[src/design/ioq_pkg.sv]
// ----------------------------------------------------------------------------
// ioq_pkg: shared types and constants of the iteration ordered queue
// Field widths, command and status codes, controller to datapath commands.
// ----------------------------------------------------------------------------
package ioq_pkg;

  // field widths
  localparam int unsigned CMD_W = 2;
  localparam int unsigned KEY_W = 16;
  localparam int unsigned PAY_W = 32;
  localparam int unsigned ST_W  = 2;
  localparam int unsigned OCC_W = 5;

  // default number of entries
  localparam int unsigned DEPTH_DEFAULT = 16;

  // request codes, the fourth code is a no-op
  typedef enum logic [CMD_W-1:0] {
    CMD_PUT  = 2'd0,
    CMD_GET  = 2'd1,
    CMD_PEEK = 2'd2
  } cmd_e;

  // result status codes
  typedef enum logic [ST_W-1:0] {
    ST_OK    = 2'd0,
    ST_EMPTY = 2'd1,
    ST_FULL  = 2'd2
  } status_e;

  // commands from controller to datapath
  typedef struct packed {
    logic load_in;  // capture the request on an input transfer
    logic exec;     // carry out the captured request and load the result
  } ioq_cmd_t;

endpackage

[src/design/ioq_if.sv]
// ----------------------------------------------------------------------------
// ioq_if: request and result channels of the iteration ordered queue
// Valid/ready channels; a transfer happens when valid and ready are high.
// ----------------------------------------------------------------------------

// request channel
interface ioq_in_if;
  logic                      valid;
  logic                      ready;
  logic [ioq_pkg::CMD_W-1:0] cmd;
  logic [ioq_pkg::KEY_W-1:0] key;
  logic [ioq_pkg::PAY_W-1:0] payload;

  modport source (output valid, cmd, key, payload, input ready);
  modport sink   (input valid, cmd, key, payload, output ready);
endinterface

// result channel
interface ioq_out_if;
  logic                      valid;
  logic                      ready;
  logic [ioq_pkg::ST_W-1:0]  status;
  logic [ioq_pkg::KEY_W-1:0] key_out;
  logic [ioq_pkg::PAY_W-1:0] payload_out;
  logic [ioq_pkg::OCC_W-1:0] occupancy;

  modport source (output valid, status, key_out, payload_out, occupancy, input ready);
  modport sink   (input valid, status, key_out, payload_out, occupancy, output ready);
endinterface

[src/design/iteration_ordered_queue_unit.sv]
// ----------------------------------------------------------------------------
// iteration_ordered_queue_unit: queue kept sorted by ascending key
// Put inserts before the first entry with a key not smaller, get removes
// the head, peek reads it; each request returns one result.
// ----------------------------------------------------------------------------
// Usage:
//   in_i carries requests (cmd, key, payload); out_o carries one result per
//   request (status, key_out, payload_out, occupancy after the request).
//   Both are valid/ready channels; a transfer happens when both are high.
//   A request is captured in the idle state and carried out in the
//   execute state once the result register is free, which loads its result.
//   No new request is taken before the last one is carried out; one is
//   taken while the previous result still waits in the output register.
//   The cell row compares every cell with the new key in parallel and
//   shifts at once, so the time per request does not depend on DEPTH.
//   Reset empties the queue at once; no clearing pass is needed.
//   When the receiver stalls, the result holds and a request already taken
//   waits in the execute state until the result register is drained; no
//   further request is taken meanwhile.
//   A put into a full queue is dropped with status full; get or peek on an
//   empty queue returns status empty with zero key and payload.
// ----------------------------------------------------------------------------
module iteration_ordered_queue_unit #(
  parameter int unsigned DEPTH = ioq_pkg::DEPTH_DEFAULT
) (
  input  logic      clk_i,
  input  logic      rst_ni,
  ioq_in_if.sink    in_i,
  ioq_out_if.source out_o
);
  import ioq_pkg::*;

  ioq_cmd_t cmd;

  // sequencing controller
  ioq_ctrl u_ctrl (
    .clk_i       (clk_i),
    .rst_ni      (rst_ni),
    .in_valid_i  (in_i.valid),
    .in_ready_o  (in_i.ready),
    .out_valid_o (out_o.valid),
    .out_ready_i (out_o.ready),
    .cmd_o       (cmd)
  );

  // cell row and result register
  ioq_datapath #(
    .DEPTH (DEPTH)
  ) u_datapath (
    .clk_i         (clk_i),
    .rst_ni        (rst_ni),
    .cmd_i         (cmd),
    .req_cmd_i     (in_i.cmd),
    .req_key_i     (in_i.key),
    .req_payload_i (in_i.payload),
    .status_o      (out_o.status),
    .key_out_o     (out_o.key_out),
    .payload_out_o (out_o.payload_out),
    .occupancy_o   (out_o.occupancy)
  );

endmodule

[src/design/ioq_ctrl.sv]
// ----------------------------------------------------------------------------
// ioq_ctrl: sequencing controller of the iteration ordered queue
// Takes one request, runs it once the result register is free, and
// holds the result valid until the receiver takes it.
// ----------------------------------------------------------------------------
module ioq_ctrl (
  input  logic              clk_i,
  input  logic              rst_ni,
  input  logic              in_valid_i,
  output logic              in_ready_o,
  output logic              out_valid_o,
  input  logic              out_ready_i,
  output ioq_pkg::ioq_cmd_t cmd_o
);
  import ioq_pkg::*;

  typedef enum logic {
    S_IDLE,
    S_EXEC
  } state_e;

  state_e state_q, state_d;
  logic   out_valid_q, out_valid_d;
  logic   res_free;

  // result register free now or drained at this edge
  assign res_free = !out_valid_q || out_ready_i;

  // next state and commands
  always_comb begin
    state_d       = state_q;
    out_valid_d   = out_valid_q && !out_ready_i;
    cmd_o.load_in = 1'b0;
    cmd_o.exec    = 1'b0;
    case (state_q)
      S_IDLE: begin
        if (in_valid_i) begin
          cmd_o.load_in = 1'b1;
          state_d       = S_EXEC;
        end
      end
      S_EXEC: begin
        if (res_free) begin
          cmd_o.exec  = 1'b1;
          out_valid_d = 1'b1;
          state_d     = S_IDLE;
        end
      end
      default: begin
        state_d = S_IDLE;
      end
    endcase
  end

  // state and registered outputs
  always_ff @(posedge clk_i or negedge rst_ni) begin
    if (!rst_ni) begin
      state_q     <= S_IDLE;
      out_valid_q <= 1'b0;
    end else begin
      state_q     <= state_d;
      out_valid_q <= out_valid_d;
    end
  end

  assign in_ready_o  = (state_q == S_IDLE);
  assign out_valid_o = out_valid_q;

endmodule

[src/design/ioq_datapath.sv]
// ----------------------------------------------------------------------------
// ioq_datapath: sorted cell row and result register
// Each cell compares its key with the new key in parallel; a put shifts
// the cells from the insertion point one place up, a get shifts all down.
// ----------------------------------------------------------------------------
module ioq_datapath #(
  parameter int unsigned DEPTH = ioq_pkg::DEPTH_DEFAULT
) (
  input  logic                      clk_i,
  input  logic                      rst_ni,
  input  ioq_pkg::ioq_cmd_t         cmd_i,
  input  logic [ioq_pkg::CMD_W-1:0] req_cmd_i,
  input  logic [ioq_pkg::KEY_W-1:0] req_key_i,
  input  logic [ioq_pkg::PAY_W-1:0] req_payload_i,
  output logic [ioq_pkg::ST_W-1:0]  status_o,
  output logic [ioq_pkg::KEY_W-1:0] key_out_o,
  output logic [ioq_pkg::PAY_W-1:0] payload_out_o,
  output logic [ioq_pkg::OCC_W-1:0] occupancy_o
);
  import ioq_pkg::*;

  localparam int unsigned CW = $clog2(DEPTH + 1);

  // captured request
  logic [CMD_W-1:0] cmd_q;
  logic [KEY_W-1:0] key_q;
  logic [PAY_W-1:0] pay_q;

  // cell row and fill count
  logic [KEY_W-1:0] key_cells_q [DEPTH];
  logic [PAY_W-1:0] pay_cells_q [DEPTH];
  logic [CW-1:0]    count_q;

  // result register
  logic [ST_W-1:0]  st_q, st_d;
  logic [KEY_W-1:0] ko_q, ko_d;
  logic [PAY_W-1:0] po_q, po_d;

  logic             full, empty, shift_in, shift_out;
  logic [DEPTH-1:0] lt;

  assign full      = (count_q == CW'(DEPTH));
  assign empty     = (count_q == '0);
  assign shift_in  = cmd_i.exec && (cmd_q == CMD_PUT) && !full;
  assign shift_out = cmd_i.exec && (cmd_q == CMD_GET) && !empty;

  // request capture
  always_ff @(posedge clk_i) begin
    if (cmd_i.load_in) begin
      cmd_q <= req_cmd_i;
      key_q <= req_key_i;
      pay_q <= req_payload_i;
    end
  end

  // per-cell compare and shift
  for (genvar g = 0; g < DEPTH; g++) begin : g_cell
    localparam int unsigned P = (g == 0) ? 0 : g - 1;
    localparam int unsigned N = (g == DEPTH - 1) ? g : g + 1;

    logic [KEY_W-1:0] kd;
    logic [PAY_W-1:0] pd;

    // valid cell holding a smaller key stays in place on a put
    assign lt[g] = (CW'(g) < count_q) && (key_cells_q[g] < key_q);

    always_comb begin
      kd = key_cells_q[g];
      pd = pay_cells_q[g];
      if (shift_in && !lt[g]) begin
        if (g == 0 || lt[P]) begin
          kd = key_q;
          pd = pay_q;
        end else begin
          kd = key_cells_q[P];
          pd = pay_cells_q[P];
        end
      end else if (shift_out) begin
        kd = key_cells_q[N];
        pd = pay_cells_q[N];
      end
    end

    always_ff @(posedge clk_i) begin
      key_cells_q[g] <= kd;
      pay_cells_q[g] <= pd;
    end
  end

  // fill count
  always_ff @(posedge clk_i or negedge rst_ni) begin
    if (!rst_ni) begin
      count_q <= '0;
    end else if (shift_in) begin
      count_q <= count_q + CW'(1);
    end else if (shift_out) begin
      count_q <= count_q - CW'(1);
    end
  end

  // result next value
  always_comb begin
    st_d = ST_OK;
    ko_d = '0;
    po_d = '0;
    case (cmd_q)
      CMD_PUT: begin
        if (full) begin
          st_d = ST_FULL;
        end
      end
      CMD_GET, CMD_PEEK: begin
        if (empty) begin
          st_d = ST_EMPTY;
        end else begin
          ko_d = key_cells_q[0];
          po_d = pay_cells_q[0];
        end
      end
      default: begin
        st_d = ST_OK;
      end
    endcase
  end

  // result register
  always_ff @(posedge clk_i) begin
    if (cmd_i.exec) begin
      st_q <= st_d;
      ko_q <= ko_d;
      po_q <= po_d;
    end
  end

  assign status_o      = st_q;
  assign key_out_o     = ko_q;
  assign payload_out_o = po_q;
  assign occupancy_o   = OCC_W'(count_q);

endmodule

[src/flat_wrapper.sv]
// flat-port wrapper written by rule: the top's interface ports become plain ports
module iteration_ordered_queue_unit_flat import ioq_pkg::*;
#(
  parameter int unsigned DEPTH = ioq_pkg::DEPTH_DEFAULT
)
  (clk_i, rst_ni, in_i_valid, in_i_cmd, in_i_key, in_i_payload, in_i_ready, out_o_valid, out_o_status, out_o_key_out, out_o_payload_out, out_o_occupancy, out_o_ready);
  ioq_in_if in_i_i ();
  ioq_out_if out_o_i ();
  input  logic clk_i;
  input  logic rst_ni;
  input wire logic [$bits(in_i_i.valid)-1:0] in_i_valid;
  input wire logic [$bits(in_i_i.cmd)-1:0] in_i_cmd;
  input wire logic [$bits(in_i_i.key)-1:0] in_i_key;
  input wire logic [$bits(in_i_i.payload)-1:0] in_i_payload;
  output wire logic [$bits(in_i_i.ready)-1:0] in_i_ready;
  output wire logic [$bits(out_o_i.valid)-1:0] out_o_valid;
  output wire logic [$bits(out_o_i.status)-1:0] out_o_status;
  output wire logic [$bits(out_o_i.key_out)-1:0] out_o_key_out;
  output wire logic [$bits(out_o_i.payload_out)-1:0] out_o_payload_out;
  output wire logic [$bits(out_o_i.occupancy)-1:0] out_o_occupancy;
  input wire logic [$bits(out_o_i.ready)-1:0] out_o_ready;
  assign in_i_i.valid = in_i_valid;
  assign in_i_i.cmd = in_i_cmd;
  assign in_i_i.key = in_i_key;
  assign in_i_i.payload = in_i_payload;
  assign in_i_ready = in_i_i.ready;
  assign out_o_valid = out_o_i.valid;
  assign out_o_status = out_o_i.status;
  assign out_o_key_out = out_o_i.key_out;
  assign out_o_payload_out = out_o_i.payload_out;
  assign out_o_occupancy = out_o_i.occupancy;
  assign out_o_i.ready = out_o_ready;
  iteration_ordered_queue_unit #(.DEPTH(DEPTH)) u_core (.clk_i(clk_i), .rst_ni(rst_ni), .in_i(in_i_i), .out_o(out_o_i));
endmodule
[config.mk]
export PLATFORM = sky130hd
export DESIGN_NAME = iteration_ordered_queue_unit_flat
export DESIGN_NICKNAME = d
export VERILOG_FILES = /design/src/design/ioq_pkg.sv /design/src/design/ioq_if.sv /design/src/design/iteration_ordered_queue_unit.sv /design/src/design/ioq_ctrl.sv /design/src/design/ioq_datapath.sv /design/src/flat_wrapper.sv
export SDC_FILE = /design/constraint.sdc
export NUM_CORES = 2
export LEC_CHECK = 0
export ABC_AREA = 1
export BUFFER_PORTS_ARGS = -buffer_cell sky130_fd_sc_hd__buf_2
export CAP_MARGIN = 5
export CORE_MARGIN = 4
export CORE_UTILIZATION = 45
export DETAILED_ROUTE_END_ITERATION = 12
export GPL_TIMING_DRIVEN = 0
export MAX_ROUTING_LAYER = met4
export RECOVER_POWER = 100
export SLEW_MARGIN = 20
export SYNTH_ARGS = -nofsm -noshare
export SYNTH_HDL_FRONTEND = slang
export SYNTH_SLANG_ARGS = --single-unit
export TNS_END_PERCENT = 5
[constraint.sdc]
create_clock -name clk_i -period 4.1 [get_ports clk_i]
set_input_delay 0.82 -clock clk_i [delete_from_list [all_inputs] [get_ports clk_i]]
set_output_delay 0.82 -clock clk_i [all_outputs]
set_load 0.02 [all_outputs]
Word-level counts from Yosys, hierarchy flattened

Memory sizes are Yosys's and may differ from the RTL's.
Cells that the tools add are included.

Flip-flop bits (word level): 107
Memory bits (writable): 768
Input bits: 54
Memories kept: 2

Add/sub/neg operators: 2
Magnitude comparators: 32
Equality and inequality tests: 3
Mux-type cells: 105
Bitwise gates (word level): 2
Reduce and logical (&&, ||, !) cells: 63

Memories:

| memory                        | depth | bits a word | read ports | clocked after memory_dff | wr ports | line               | RTL |
|---|---|---|---|---|---|---|---|
| u_core.u_datapath.pay_cells_q | 16    | 32          | 16         | 0                        | 16       | ioq_datapath.sv:31 | `logic [PAY_W-1:0] pay_cells_q [DEPTH];` |
| u_core.u_datapath.key_cells_q | 16    | 16          | 16         | 0                        | 16       | ioq_datapath.sv:30 | `logic [KEY_W-1:0] key_cells_q [DEPTH];` |

Operators by type and width:

| kind                | count |
|---|---|
| $mux 32             | 46 |
| $mux 16             | 46 |
| $lt 16x16->1        | 16 |
| $lt 4x5->1 const A  | 8 |
| $logic_and 1x1->1   | 37 |
| $logic_not 1->1     | 20 |
| $lt 3x5->1 const A  | 4 |
| $lt 1x5->1 const A  | 2 |
| $lt 2x5->1 const A  | 2 |
| $mux 5              | 2 |
| $mux 1              | 8 |
| $add 5x1->5 const B | 1 |
| $eq 5x5->1 const B  | 1 |
| $logic_not 5->1     | 1 |
| $sub 5x1->5 const B | 1 |
| $pmux 2 s2          | 1 |
| $reduce_or 2->1     | 2 |
| $eq 2x1->1 const B  | 1 |
| $eq 2x2->1 const B  | 1 |
| $logic_not 2->1     | 1 |
| $mux 2              | 1 |
| $not 1->1           | 2 |
| $pmux 1 s2          | 1 |
| $reduce_bool 2->1   | 1 |
| $logic_or 1x1->1    | 1 |

Logic depth before layout (Yosys ltp)

Depth after elaboration: 8
Gate-level depth with buffers: 16

Cells and area by module

A second synthesis with hierarchy kept.

Cells, all modules: 6599
Area, all modules: 51682.1 µm²

Modules (own cells, without submodules):

| module       | instances | cells an instance | area each (µm²) | seq. area each (µm²) |
|---|---|---|---|---|
| ioq_datapath | 1         | 6588              | 51589.5         | 26190.1 |
| ioq_ctrl     | 1         | 11                | 92.6            | 50.0 |

Worst setup path after synthesis

Ideal clock, no wire load.

Path kind: input to register
Start: input port out_o_ready
End: memory u_core.u_datapath.key_cells_q[9][0] (netlist: u_core.u_datapath.key_cells_q[1][16]) (enable)
Library setup time: 0.407 ns
Data arrival time: 4.077 ns
Required time: 3.693 ns
Setup slack: -0.383 ns
Cell stages on the path: 11
Path through: inv_1 -> nand2_1 -> nand2_1 -> inv_1 -> nand3_2 -> buf_2 -> a21oi_2 -> inv_2 -> buf_2 -> buf_2 -> nand2_1

RTL lines:

| what        | line               | RTL |
|---|---|---|
| from (decl) | flat_wrapper.sv:21 | `input wire logic [$bits(out_o_i.ready)-1:0] out_o_ready;` |
| to (decl)   | ioq_datapath.sv:30 |  |

==> impl_metrics.yaml <==
flow_run:
  drv_cap: 0
drt:
  drc: 0
  ant_nets: 0
  viasPerCell: 5.04
  first_pass_iters: 7
  detail_route.iter0.violations: 3715
  routedWlPerCell_um: 18.8
  vias: 42636
  finalWirelength_um: 159000
layout:
  layout_common_cells: "nand2_1, edfxtp_1, nand3_1, clkbuf_1, ha_1"
  final_common_cell: "nand2_1"
  area_delta_synth_final_pct: 12.1
  multi_input_area_sq_mm: 0.0228
  final_cells: 8452
  postLayoutCellArea_sq_mm: 0.0579
  post-route-util: 0.512
  n_fill_cell: 11284
  drive_gt1_frac: 0.0694
  final_nets: 7169
  seq_area_sq_mm: 0.0262
synth:
  syn_nets: 6884
  synth.area.top_cells: "edfxtp_1, nand2_1, nand3_1"
  ys_types: 41
  synth_warnings: 0
  synthXorXnorAreaFrac: 0.000679
  synthArstFlopShare: 0.00800
  synthSimpleGateAreaFrac: 0.355
  synth-adder-area-share: 0.0596
  ys_ff_latch: 875
  yosys.area.top_type: "edfxtp_1"
  syn_inst: 6584
  syn_avg_cell_area_sq_um: 7.84
  ys.flop_type: "edfxtp_1"
  synth_top_area_frac: 0.505
  synth_top_family_by_area: "simple AND/OR/NAND/NOR gates"
  synth_seq_area_share: 0.508
  synth_mux_area_frac: 0
  synth_compound_area_frac: 0.0240
  synth-edff-count: 868
  synth_area_sq_mm: 0.0516
min_path:
  hold_path_class: "primary input to flip-flop"
floorplan:
  start_util: 0.456
  coreArea_sq_mm: 0.113
  die_area_sq_mm: 0.120
  die_h_um: 347
  num_rows: 123
  pin_count: 111
  die_x_um: 347
sta:
  tightestPinTransition_ns: 1.47
  finalClockSkew_ns: 0.0205
  rsz0062_at_grt: "yes"
  setup_slack_ns: 0.0320
  finalCritPeriodShare: 0.992
  hold_violations: 0
  fin_crit_ns: 4.07
  finalSetupViolations: 0
  slew_violations: 0
  maxClockFrequency_mhz: 246
  relSlewSlack: 0.0177
critical_path:
  slowest_delay_ns: 0.56
  crit_required_ns: 4.48
  crit_slowest_cell: "edfxtp_1"
  startpoint_type: "flip-flop"
  crit_type: "flip-flop to flip-flop"
  cp_top_family: "simple AND/OR/NAND/NOR gates"
  crit_buf_inv: 5
  end_kind: "flip-flop"
  crit_top_cell: "nand2_1"
  cp_cell_sequence: "clkinvlp_4 > buf_4 > ha_1 > nand2_1 > nor3_1 > nand2_1 > nand2_1 > nand2_2 > buf_4 > buf_2 > nand2_2 > buf_12"
  crit_arrival_ns: 4.45
  worstPathMaxFanout: 33
global_routing:
  track_usage: 0.266
  grt_max_degree: 49
  grt_pass1_vias: 40759
  grt_first_pass_wirelength_um: 241000
  antenna_found_initial: 8
  gr-total-overflow: 0
clocking:
  cts_max_path_buffers: 3
  cts_buffers: 99
  cts.sinks: 875
  clk_transition_reported_paths_ns: 0.06
  clock_latency_ns: 0.70
  htreeDepth: 3
  cts_tree: "built"
  cts_root_buf: "clkbuf_16"
placement:
  place.port_buffers: 110
  dp.cells: 8211
  dpl_cell_area_sq_mm: 0.0544
  pre_cts_ws_ns: -0.837
  place_congestion: 0.927
  dp_hpwl_um: 128000
power:
  vdd_drop_max_mv: 0.365
  p_sw_mw: 16.1
  pwr-share-clk: 0.219
  p_leak_nw: 27.2
  p_seq_frac: 0.368
  power_density_mw_per_mm2: 665
  combPwrFrac: 0.413
  swShare: 0.418
  p_int_mw: 22.4
  fin_total_pwr_mw: 38.5
run_status:
  status: "finished clean"
worst register-to-register path: stages (launching register included):
cell	delay, ns
edfxtp_1	0.56
clkinvlp_4	0.35
buf_4	0.30
ha_1	0.32
nand2_1	0.05
nor3_1	0.37
nand2_1	0.33
nand2_1	0.31
nand2_2	0.13
buf_4	0.20
buf_2	0.20
nand2_2	0.34
buf_12	0.26
synthesized netlist by cell type, types with 2 or more instances:
master / count
nor4_1: 2
o21ai_0: 102
o21bai_1: 2
buf_1: 18
edfxtp_1: 868
nor2_2: 7
nor2_1: 109
o211ai_1: 2
inv_1: 192
ha_1: 246
nor3_1: 11
o22ai_1: 2
o21a_1: 11
or2_2: 2
nand2_1: 3674
nand3_2: 2
a21o_1: 5
xor2_1: 4
buf_2: 174
a21oi_1: 89
nand2_2: 4
a31oi_1: 4
nand4_1: 7
o31ai_1: 2
nand3b_1: 2
nand3_1: 764
clkinv_1: 2
a211oi_1: 2
dfrtp_1: 7
clkbuf_1: 213
inv_2: 17
buf_6: 2
a21oi_2: 6
and3_1: 3
buf_4: 21
area by class of cell:
| class | instances | area share |
|---|---|---|
| tap | 1500 | 0.0324 |
| clock buffer | 117 | 0.0451 |
| antenna | 2 | 0.0000865 |
| multi-input combinational | 5070 | 0.393 |
| sequential | 875 | 0.453 |
| timing repair buffer | 184 | 0.0217 |
| inverter | 211 | 0.0146 |
| clock inverter | 65 | 0.00716 |
| buffer | 428 | 0.0321 |
logic make-up after synthesis:
group,after synthesis
and+or+nand+nor,4591
DFF,875
buffers and inverters,639
adders and majority gates,246
AOI/OAI and AO/OA,229
xor gates and xnor gates,4
path summary, 6_finish.rpt:
| check | startpoint | to | slack, ns | cells past startpoint |
|---|---|---|---|---|
| worst max-delay path | u_core.u_datapath.key_q[9] | u_core.u_datapath.pay_cells_q[1][116] | 0.03 | 12 |
| worst min-delay path | in_i_key[10] | u_core.u_datapath.key_q[10] | 0.30 | 1 |
| worst max register to register | u_core.u_datapath.key_q[9] | u_core.u_datapath.pay_cells_q[1][116] | 0.03 | 12 |
| worst min register to register | u_core.u_ctrl.out_valid_o | u_core.u_ctrl.out_valid_o | 0.50 | 2 |
| max in group asynchronous | rst_ni | u_core.u_ctrl.state_q | 3.24 | 2 |
| min in group asynchronous | rst_ni | u_core.u_datapath.occupancy_o[2] | 0.57 | 2 |
power groups by stage:
stage | Combinational (mW) | Clock [mW] | Sequential [mW]
2_1_floorplan | 10.7 | 0 | 14.1
3_3_place_gp | 15.1 | 0 | 14.4
3_5_place_dp | 15.7 | 0 | 14.3
4_1_cts | 16.0 | 8.57 | 14.1
5_1_grt | 18.0 | 8.92 | 14.3
6_report | 15.9 | 8.42 | 14.1
per-layer routing:
layer | wire [um] | up-vias | GRT usage
li1 | - | 22082 | -
met1 | 74800 | 19038 | 0.382
met2 | 69900 | 1325 | 0.411
met3 | 10400 | 191 | 0.0249
met4 | 4240 | 0 | 0.0656
met5 | 0 | - | -
metrics by stage:
step	hold WS (ns)	TNS, ns
after global routing	0.272	-2.80
after CTS	0.268	0
after detailed placement	0.484	-225.34
after floorplan	0.494	-179.53
final	0.302	0
after global placement	0.471	-1945.91
sequential cells by signal, summed over array words and instances (netlist names):
| signal | cells |
|---|---|
| u_core.u_ctrl.out_valid_o | 1 |
| u_core.u_ctrl.state_q | 1 |
| u_core.u_datapath.cmd_q | 2 |
| u_core.u_datapath.key_cells_q | 256 |
| u_core.u_datapath.key_out_o | 16 |
| u_core.u_datapath.key_q | 16 |
| u_core.u_datapath.occupancy_o | 5 |
| u_core.u_datapath.pay_cells_q | 512 |
| u_core.u_datapath.pay_q | 32 |
| u_core.u_datapath.payload_out_o | 32 |
| u_core.u_datapath.status_o | 2 |
timing repair:
action                                 CTS  global route
resized for setup                       21            14
setup endpoints to repair              819           411
setup buffers                           55             1
endpoints found under the hold margin    7             0
hold buffers                             1             0
(Power assumes the default switching activity.)
